`src/hw/rtl/qdcm_pkg.sv`:
```
package qdcm_pkg;

	localparam int MaxQuadsDef = 64;
	localparam int MaxVarsDef = 64;

	// Variable ids arrive as six-bit fields, so no map needs more entries.
	localparam int VarIdW = 6;
	localparam int VarSpace = 1 << VarIdW;

	localparam logic [1:0] ClsRoot = 2'd1;
	localparam logic [1:0] ClsKept = 2'd2;

	typedef struct packed {
		logic               dv;
		logic [VarIdW-1:0]  d;
		logic               a2v;
		logic [VarIdW-1:0]  a2;
		logic               a1v;
		logic [VarIdW-1:0]  a1;
		logic [1:0]         cls;
	} quad_t;

	typedef enum logic [3:0] {
		ACT_NONE,
		ACT_LOAD,
		ACT_CLEAR,
		ACT_READ,
		ACT_MARK_ROOT,
		ACT_SWEEP_INIT,
		ACT_MARK_LIVE,
		ACT_EMIT_INIT,
		ACT_EMIT,
		ACT_DONE
	} act_t;

	typedef enum logic [1:0] {
		WAIT_NONE,
		WAIT_IN_LAST,
		WAIT_OUT_FREE
	} wait_t;

	typedef enum logic [1:0] {
		BR_NEXT,
		BR_ALWAYS,
		BR_MORE,
		BR_CHANGED
	} br_t;

	localparam int PcW = 4;
	typedef logic [PcW-1:0] pc_t;

	localparam pc_t StLoad      = 4'd0;
	localparam pc_t StClear     = 4'd1;
	localparam pc_t StRootRd    = 4'd2;
	localparam pc_t StRootMark  = 4'd3;
	localparam pc_t StSweepInit = 4'd4;
	localparam pc_t StSweepRd   = 4'd5;
	localparam pc_t StSweepMark = 4'd6;
	localparam pc_t StTest      = 4'd7;
	localparam pc_t StEmitInit  = 4'd8;
	localparam pc_t StEmitRd    = 4'd9;
	localparam pc_t StEmit      = 4'd10;
	localparam pc_t StDone      = 4'd11;

	typedef struct packed {
		act_t  act;
		wait_t wt;
		br_t   br;
		pc_t   target;
	} ctrl_t;

	typedef struct packed {
		logic in_last;
		logic out_free;
		logic more;
		logic changed;
	} flags_t;

	function automatic ctrl_t prog_rom(pc_t pc);
		ctrl_t c;
		c = '{act: ACT_NONE, wt: WAIT_NONE, br: BR_ALWAYS, target: StLoad};
		unique case (pc)
			StLoad: c = '{act: ACT_LOAD, wt: WAIT_IN_LAST, br: BR_NEXT, target: StLoad};
			StClear: c = '{act: ACT_CLEAR, wt: WAIT_NONE, br: BR_NEXT, target: StLoad};
			StRootRd: c = '{act: ACT_READ, wt: WAIT_NONE, br: BR_NEXT, target: StLoad};
			StRootMark: c = '{act: ACT_MARK_ROOT, wt: WAIT_NONE, br: BR_MORE, target: StRootRd};
			StSweepInit: c = '{act: ACT_SWEEP_INIT, wt: WAIT_NONE, br: BR_NEXT, target: StLoad};
			StSweepRd: c = '{act: ACT_READ, wt: WAIT_NONE, br: BR_NEXT, target: StLoad};
			StSweepMark: c = '{act: ACT_MARK_LIVE, wt: WAIT_NONE, br: BR_MORE,
				target: StSweepRd};
			StTest: c = '{act: ACT_NONE, wt: WAIT_NONE, br: BR_CHANGED, target: StSweepInit};
			StEmitInit: c = '{act: ACT_EMIT_INIT, wt: WAIT_NONE, br: BR_NEXT, target: StLoad};
			StEmitRd: c = '{act: ACT_READ, wt: WAIT_NONE, br: BR_NEXT, target: StLoad};
			StEmit: c = '{act: ACT_EMIT, wt: WAIT_OUT_FREE, br: BR_MORE, target: StEmitRd};
			StDone: c = '{act: ACT_DONE, wt: WAIT_NONE, br: BR_ALWAYS, target: StLoad};
			default: c = '{act: ACT_NONE, wt: WAIT_NONE, br: BR_ALWAYS, target: StLoad};
		endcase
		return c;
	endfunction

endpackage

```
`src/hw/rtl/qdcm_seq.sv`:
```
module qdcm_seq (
	input  logic             clk,
	input  logic             arst_n,
	input  qdcm_pkg::flags_t flags,
	output qdcm_pkg::ctrl_t  ctrl,
	output logic             run
);

	qdcm_pkg::pc_t pc_q;
	qdcm_pkg::pc_t pc_next;
	logic          hold;
	logic          taken;

	always_comb begin
		ctrl = qdcm_pkg::prog_rom(pc_q);
		unique case (ctrl.wt)
			qdcm_pkg::WAIT_IN_LAST: hold = !flags.in_last;
			qdcm_pkg::WAIT_OUT_FREE: hold = !flags.out_free;
			default: hold = 1'b0;
		endcase
		unique case (ctrl.br)
			qdcm_pkg::BR_ALWAYS: taken = 1'b1;
			qdcm_pkg::BR_MORE: taken = flags.more;
			qdcm_pkg::BR_CHANGED: taken = flags.changed;
			default: taken = 1'b0;
		endcase
		run = !hold;
		if (hold) begin
			pc_next = pc_q;
		end else if (taken) begin
			pc_next = ctrl.target;
		end else begin
			pc_next = pc_q + qdcm_pkg::pc_t'(1);
		end
	end

	always_ff @(posedge clk or negedge arst_n) begin
		if (!arst_n) begin
			pc_q <= qdcm_pkg::StLoad;
		end else begin
			pc_q <= pc_next;
		end
	end

endmodule

```
`src/hw/rtl/quad_dead_code_marker.sv`:
```
// Marks dead code in a block of up to MAX_QUADS quadruples. Words are stored
// one per cycle while the block loads; the word with tlast starts the
// analysis, and no input is taken until every result of that block has been
// handed to the output register. The analysis is run by a small microcoded
// sequencer over a single-port quad memory, which reads and then handles each
// quad in turn: one root pass, then sweeps until one marks nothing new, then
// one output pass, which waits while the output register is stalled. The
// number of sweeps is at most the number of variables plus one.
module quad_dead_code_marker #(
	parameter int MAX_QUADS = qdcm_pkg::MaxQuadsDef,
	parameter int MAX_VARS = qdcm_pkg::MaxVarsDef
) (
	input  logic        clk,
	input  logic        arst_n,
	input  logic        s_tvalid,
	output logic        s_tready,
	// arg1_var[5:0], arg1_valid[6], arg2_var[12:7], arg2_valid[13],
	// dest_var[19:14], dest_valid[20], zero fill
	input  logic [23:0] s_tdata,
	// op_class[1:0]
	input  logic [1:0]  s_tuser,
	input  logic        s_tlast,
	output logic        m_tvalid,
	input  logic        m_tready,
	// quad_index[5:0], live[6], zero fill
	output logic [7:0]  m_tdata,
	output logic        m_tlast
);

	localparam int IdxW = $clog2(MAX_QUADS);
	localparam int CntW = $clog2(MAX_QUADS + 1);
	localparam int VarDepth = (MAX_VARS < qdcm_pkg::VarSpace) ? MAX_VARS : qdcm_pkg::VarSpace;
	localparam int VarW = $clog2(VarDepth);

	qdcm_pkg::ctrl_t  ctrl;
	qdcm_pkg::flags_t flags;
	logic             run;

	qdcm_pkg::quad_t  mem [MAX_QUADS];
	qdcm_pkg::quad_t  wr_word;
	qdcm_pkg::quad_t  rd_q;

	logic [CntW-1:0]     count_q;
	logic [IdxW-1:0]     idx_q;
	logic [VarDepth-1:0] used_q;
	logic [VarDepth-1:0] mark_vec;
	logic                changed_q;
	logic                m_tvalid_q;
	logic [5:0]          out_idx_q;
	logic                out_live_q;
	logic                out_last_q;

	logic in_acc;
	logic wr_en;
	logic rd_en;
	logic more;
	logic dest_named;
	logic live;
	logic mark_en;

	function automatic logic names_var(logic valid, logic [qdcm_pkg::VarIdW-1:0] id);
		return valid && (32'(id) < 32'(MAX_VARS));
	endfunction

	qdcm_seq u_seq (
		.clk    (clk),
		.arst_n (arst_n),
		.flags  (flags),
		.ctrl   (ctrl),
		.run    (run)
	);

	assign s_tready = (ctrl.act == qdcm_pkg::ACT_LOAD);
	assign in_acc = s_tvalid && s_tready;
	assign wr_en = in_acc && (32'(count_q) < 32'(MAX_QUADS));
	assign rd_en = run && (ctrl.act == qdcm_pkg::ACT_READ);
	assign more = ((CntW'(idx_q) + CntW'(1)) != count_q);

	assign wr_word = '{dv: s_tdata[20], d: s_tdata[19:14], a2v: s_tdata[13],
		a2: s_tdata[12:7], a1v: s_tdata[6], a1: s_tdata[5:0], cls: s_tuser};

	assign flags = '{in_last: in_acc && s_tlast, out_free: !m_tvalid_q || m_tready,
		more: more, changed: changed_q};

	assign dest_named = names_var(rd_q.dv, rd_q.d);
	assign live = !(dest_named && !used_q[rd_q.d[VarW-1:0]]) ||
		(rd_q.cls == qdcm_pkg::ClsRoot) || (rd_q.cls == qdcm_pkg::ClsKept);

	always_comb begin
		mark_en = 1'b0;
		if (run && ctrl.act == qdcm_pkg::ACT_MARK_ROOT) begin
			mark_en = (rd_q.cls == qdcm_pkg::ClsRoot);
		end else if (run && ctrl.act == qdcm_pkg::ACT_MARK_LIVE) begin
			mark_en = dest_named && used_q[rd_q.d[VarW-1:0]];
		end
		mark_vec = '0;
		if (mark_en && names_var(rd_q.a1v, rd_q.a1)) begin
			mark_vec[rd_q.a1[VarW-1:0]] = 1'b1;
		end
		if (mark_en && names_var(rd_q.a2v, rd_q.a2)) begin
			mark_vec[rd_q.a2[VarW-1:0]] = 1'b1;
		end
	end

	always_ff @(posedge clk) begin
		if (wr_en) begin
			mem[count_q[IdxW-1:0]] <= wr_word;
		end
		if (rd_en) begin
			rd_q <= mem[idx_q];
		end
	end

	always_ff @(posedge clk or negedge arst_n) begin
		if (!arst_n) begin
			count_q <= '0;
			idx_q <= '0;
			used_q <= '0;
			changed_q <= 1'b0;
		end else begin
			if (wr_en) begin
				count_q <= count_q + CntW'(1);
			end
			if (run) begin
				case (ctrl.act)
					qdcm_pkg::ACT_CLEAR: begin
						used_q <= '0;
						idx_q <= '0;
					end
					qdcm_pkg::ACT_SWEEP_INIT: begin
						changed_q <= 1'b0;
						idx_q <= '0;
					end
					qdcm_pkg::ACT_EMIT_INIT: begin
						idx_q <= '0;
					end
					qdcm_pkg::ACT_MARK_ROOT, qdcm_pkg::ACT_MARK_LIVE: begin
						used_q <= used_q | mark_vec;
						if ((mark_vec & ~used_q) != '0) begin
							changed_q <= 1'b1;
						end
						if (more) begin
							idx_q <= idx_q + IdxW'(1);
						end
					end
					qdcm_pkg::ACT_EMIT: begin
						if (more) begin
							idx_q <= idx_q + IdxW'(1);
						end
					end
					qdcm_pkg::ACT_DONE: begin
						count_q <= '0;
					end
					default: begin
					end
				endcase
			end
		end
	end

	always_ff @(posedge clk or negedge arst_n) begin
		if (!arst_n) begin
			m_tvalid_q <= 1'b0;
		end else if (run && ctrl.act == qdcm_pkg::ACT_EMIT) begin
			m_tvalid_q <= 1'b1;
		end else if (m_tready) begin
			m_tvalid_q <= 1'b0;
		end
	end

	always_ff @(posedge clk) begin
		if (run && ctrl.act == qdcm_pkg::ACT_EMIT) begin
			out_idx_q <= 6'(idx_q);
			out_live_q <= live;
			out_last_q <= !more;
		end
	end

	assign m_tvalid = m_tvalid_q;
	assign m_tdata = {1'b0, out_live_q, out_idx_q};
	assign m_tlast = out_last_q;

endmodule

```
`config.mk`:
```
export PLATFORM = sky130hd
export DESIGN_NAME = quad_dead_code_marker
export DESIGN_NICKNAME = d
export VERILOG_FILES = /design/src/hw/rtl/qdcm_pkg.sv /design/src/hw/rtl/qdcm_seq.sv /design/src/hw/rtl/quad_dead_code_marker.sv
export SDC_FILE = /design/constraint.sdc
export NUM_CORES = 2
export LEC_CHECK = 0
export BUFFER_PORTS_ARGS = -buffer_cell sky130_fd_sc_hd__buf_2
export CAP_MARGIN = 5
export CORE_ASPECT_RATIO = 1.4
export CORE_UTILIZATION = 50
export CTS_BUF_LIST = sky130_fd_sc_hd__clkbuf_8
export DETAILED_ROUTE_END_ITERATION = 10
export GPL_ROUTABILITY_DRIVEN = 0
export GPL_TIMING_DRIVEN = 0
export PLACE_DENSITY = 0.7
export SETUP_SLACK_MARGIN = 0.3
export SKIP_LAST_GASP = 1
export SLEW_MARGIN = 0
export SYNTH_ARGS = -nofsm -noshare
export SYNTH_HDL_FRONTEND = slang
export SYNTH_SLANG_ARGS = --single-unit
```
`constraint.sdc`:
```
create_clock -name clk -period 5.15 [get_ports clk]
set_input_delay 1.03 -clock clk [delete_from_list [all_inputs] [get_ports clk]]
set_output_delay 1.03 -clock clk [all_outputs]
set_load 0.05 [all_outputs]
```
==> results.ini <==
[status]
status=complete, but fails checks
violations=design-rule violations, max-capacitance violations, max-slew violations

[route]
vias_per_cell=6.42
drt_iter0_markers=4602
finalWirelength_um=162000
via_count=32300
antenna_left=0
drt_first_pass_iters=11
wl_per_cell_um=32.3
drc=8

[setup_path]
crit_path_max_incr_delay_ps=980
critPathKind=reg2reg
cp-start-kind=flop
worst-endpoint-required_ps=5660
cp_slowest_cell=nor2_4
crit_arrival_ps=5540
r2r_end=mem[41][6]
r2r_slack_ps=120
cp_max_fo=23
r2r_start=u_seq.pc_q[1]
ff2ff_path_depth=9
worstPathCellList=clkbuf_1 -> inv_1 -> ha_1 -> or3_1 -> a21oi_1 -> o221ai_1 -> nor3_1 -> nand2_1 -> nor2_4
end_kind=flop

[global_route]
grt_first_pass_wirelength_um=228000
antenna_found_initial=9
grt_overflow=0
grt_pass1_vias=32600
grt_usage_pct=25.4
grt_max_degree=65

[clocking]
cts_tree=done
cts_buffers=216
clk_pin_slew_ps=70
worstSkewPairLatency_ps=940
cts_max_path_buffers=3
cts.sinks=1586
root_buffer=clkbuf_8
htree_levels=4

[placement]
dpl.hpwl_um=103000
placed_cells=4585
post-place-ws_ps=144
port_buffers=37
dpl-instance-area_mm2=0.0661

[synthesis]
synth_largest_area_cell=edfxtp_1
synth_fp_nets=2919
ys_ff_latch=1586
synthCells=2879
netlist.area_leader.share_pct=71.9
synth-main-ff-cell=edfxtp_1
synth-edff-count=1503
synth_area_leaders=edfxtp_1, mux4_2, dfrtp_1
async_flop_share_pct=5.23
yosysWarnings=0
avgSynthCellArea_um2=21.8
synth_area_mm2=0.0628
synth_cell_types=71
ys_seq_area_share_pct=75.2

[sta]
finalWorstSetupSlack_ps=117
drv_slew=26
setup-tns-final_ps=0
finClkSkew_ps=57.4
setup-violations-final=0
finalCriticalPeriod_ps=5030
fmax_mhz=199
maxSlewHeadroom_pct=-0.844
rsz0062_at_grt=yes
hold_slack_ps=66.4
tightest_slew_ps=1510
finalHoldViolCount=0
fin_crit_sh_pct=97.7

[flow_run]
drv_cap=2

[layout]
syn_to_final_growth_pct=12.9
fin_util_pct=57.0
finalInstanceArea_mm2=0.0709
final_nets=3268
layout-drive-gt1-share_pct=30.9
final_cells=5034

[floorplan]
dieHeight_um=421
die-width_um=302
die-area_mm2=0.127
io_pins=42
num_rows=153
core_mm2=0.124
start_util_pct=50.5

[hold_path]
hold_path_class=in2async

[power]
ir_drop_mv=0.208
p_per_area_mw_per_mm2=403
leakagePower_nw=21.9
power.total_mw=28.5

## cell usage after synthesis (9+ instances only)
library cell,number
nand4_1,10
nand2b_1,28
clkbuf_1,82
mux2i_1,13
nand3_1,17
dfrtp_1,83
nor3_1,16
edfxtp_1,1503
a31oi_1,11
buf_1,31
buf_2,44
ha_1,9
nand3b_1,10
a21oi_1,61
buf_4,11
inv_1,33
nand2_1,29
a22o_1,9
nor2_1,149
mux4_2,496
nor2b_1,9
a22oi_1,12
o22ai_1,73
o21ai_0,25
## timing repair
item | 4_1_cts | 5_1_grt
buffers inserted | 0 | 33
gates resized for setup | 5 | 33
endpoints found under the hold margin | 0 | 0
cloned | 0 | 15
hold buffers | 0 | 0
pin swaps | 0 | 28
endpoints found under the setup margin | 141 | 1230
## layer usage
metal  up-vias  routed length, µm  track usage, %  share of wire [%]
li1      12900                  -               -                  -
met1     16900              56200            31.5                 35
met2      2004              81900            42.5                 50
met3       485              14800            5.29                9.1
met4         8               9480            12.2                5.8
met5         -                 50               0              0.031
## cells in the final DEF, fill, tap and decap left out, types with 10 or more instances in the layout
cell type / count
a22oi_1: 12
o22ai_1: 73
nand2b_1: 28
o21ai_0: 25
inv_1: 92
buf_1: 31
mux4_2: 496
buf_2: 74
bufinv_16: 12
clkbuf_8: 221
mux2i_1: 13
a31oi_1: 11
edfxtp_1: 1503
buf_12: 16
nand2_1: 28
nor2_4: 54
buf_8: 28
nor2_2: 26
nor3_1: 15
clkinv_2: 31
a21oi_1: 61
clkbuf_1: 81
nand3b_1: 10
nand4_1: 10
clkinv_1: 60
buf_4: 43
dfrtp_1: 83
nand3_1: 13
nor2_1: 84
## registers in the layout, summed over array words and instances (netlist names)
register / count
changed_q: 1
count_q: 7
m_tvalid: 1
m_tlast: 1
u_seq.pc_q: 4
rd_q: 22
used_q: 64
mem: 1472
idx_q: 6
dest_named: 1
out_idx_q: 6
out_live_q: 1
## worst max-delay path, delay by kind of cell, from the launching register on
family / cells / cell delay, ps
AOI/OAI and AO/OA: 2 / 650
adders and majority gates: 1 / 380
buffers and inverters: 2 / 530
DFF: 1 / 420
and+or+nand+nor: 4 / 2630
## final cells by class
| type | count | area (µm²) |
|---|---|---|
| Antenna cell | 5 | 12.5 |
| Tap cell | 1627 | 2040 |
| Fill cell | 8896 | 53500 |
| Buffer | 172 | 773 |
| Inverter | 34 | 128 |
| Clock inverter | 171 | 1040 |
| Multi-Input combinational cell | 1102 | 15300 |
| Timing Repair Buffer | 116 | 1390 |
| Clock buffer | 221 | 3040 |
| Sequential cell | 1586 | 47200 |
## power breakdown
part           internal, mW  switching [mW]
Sequential             14.4           0.159
Clock                  4.59            4.63
Combinational          1.76            3.02
## cells by family (layout without fill, tap and decap cells)
logic type	count (synthesis)	after routing	share of synthesized area [%]
flops	1586	1586	75.2
mux	511	511	18.0
simple gates	319	334	2.59
compound gates	233	233	2.39
buf+inv	206	714	1.43
xor+xnor	14	14	0.195
fa+ha+maj	9	9	0.179
other cells	1	6	0.00597
## worst max path at each step
stage / from / to / slack [ps]
floorplan: u_seq.pc_q[1] / dest_named / 1170
detailed placement: u_seq.pc_q[1] / mem[20][3] / 140
finish: u_seq.pc_q[1] / mem[41][6] / 120
global route: u_seq.pc_q[1] / mem[2][11] / 30
CTS: u_seq.pc_q[1] / mem[20][10] / 120
global placement: u_seq.pc_q[1] / mem[11][12] / -630
Note: power is estimated with default switching activity, not from simulation.
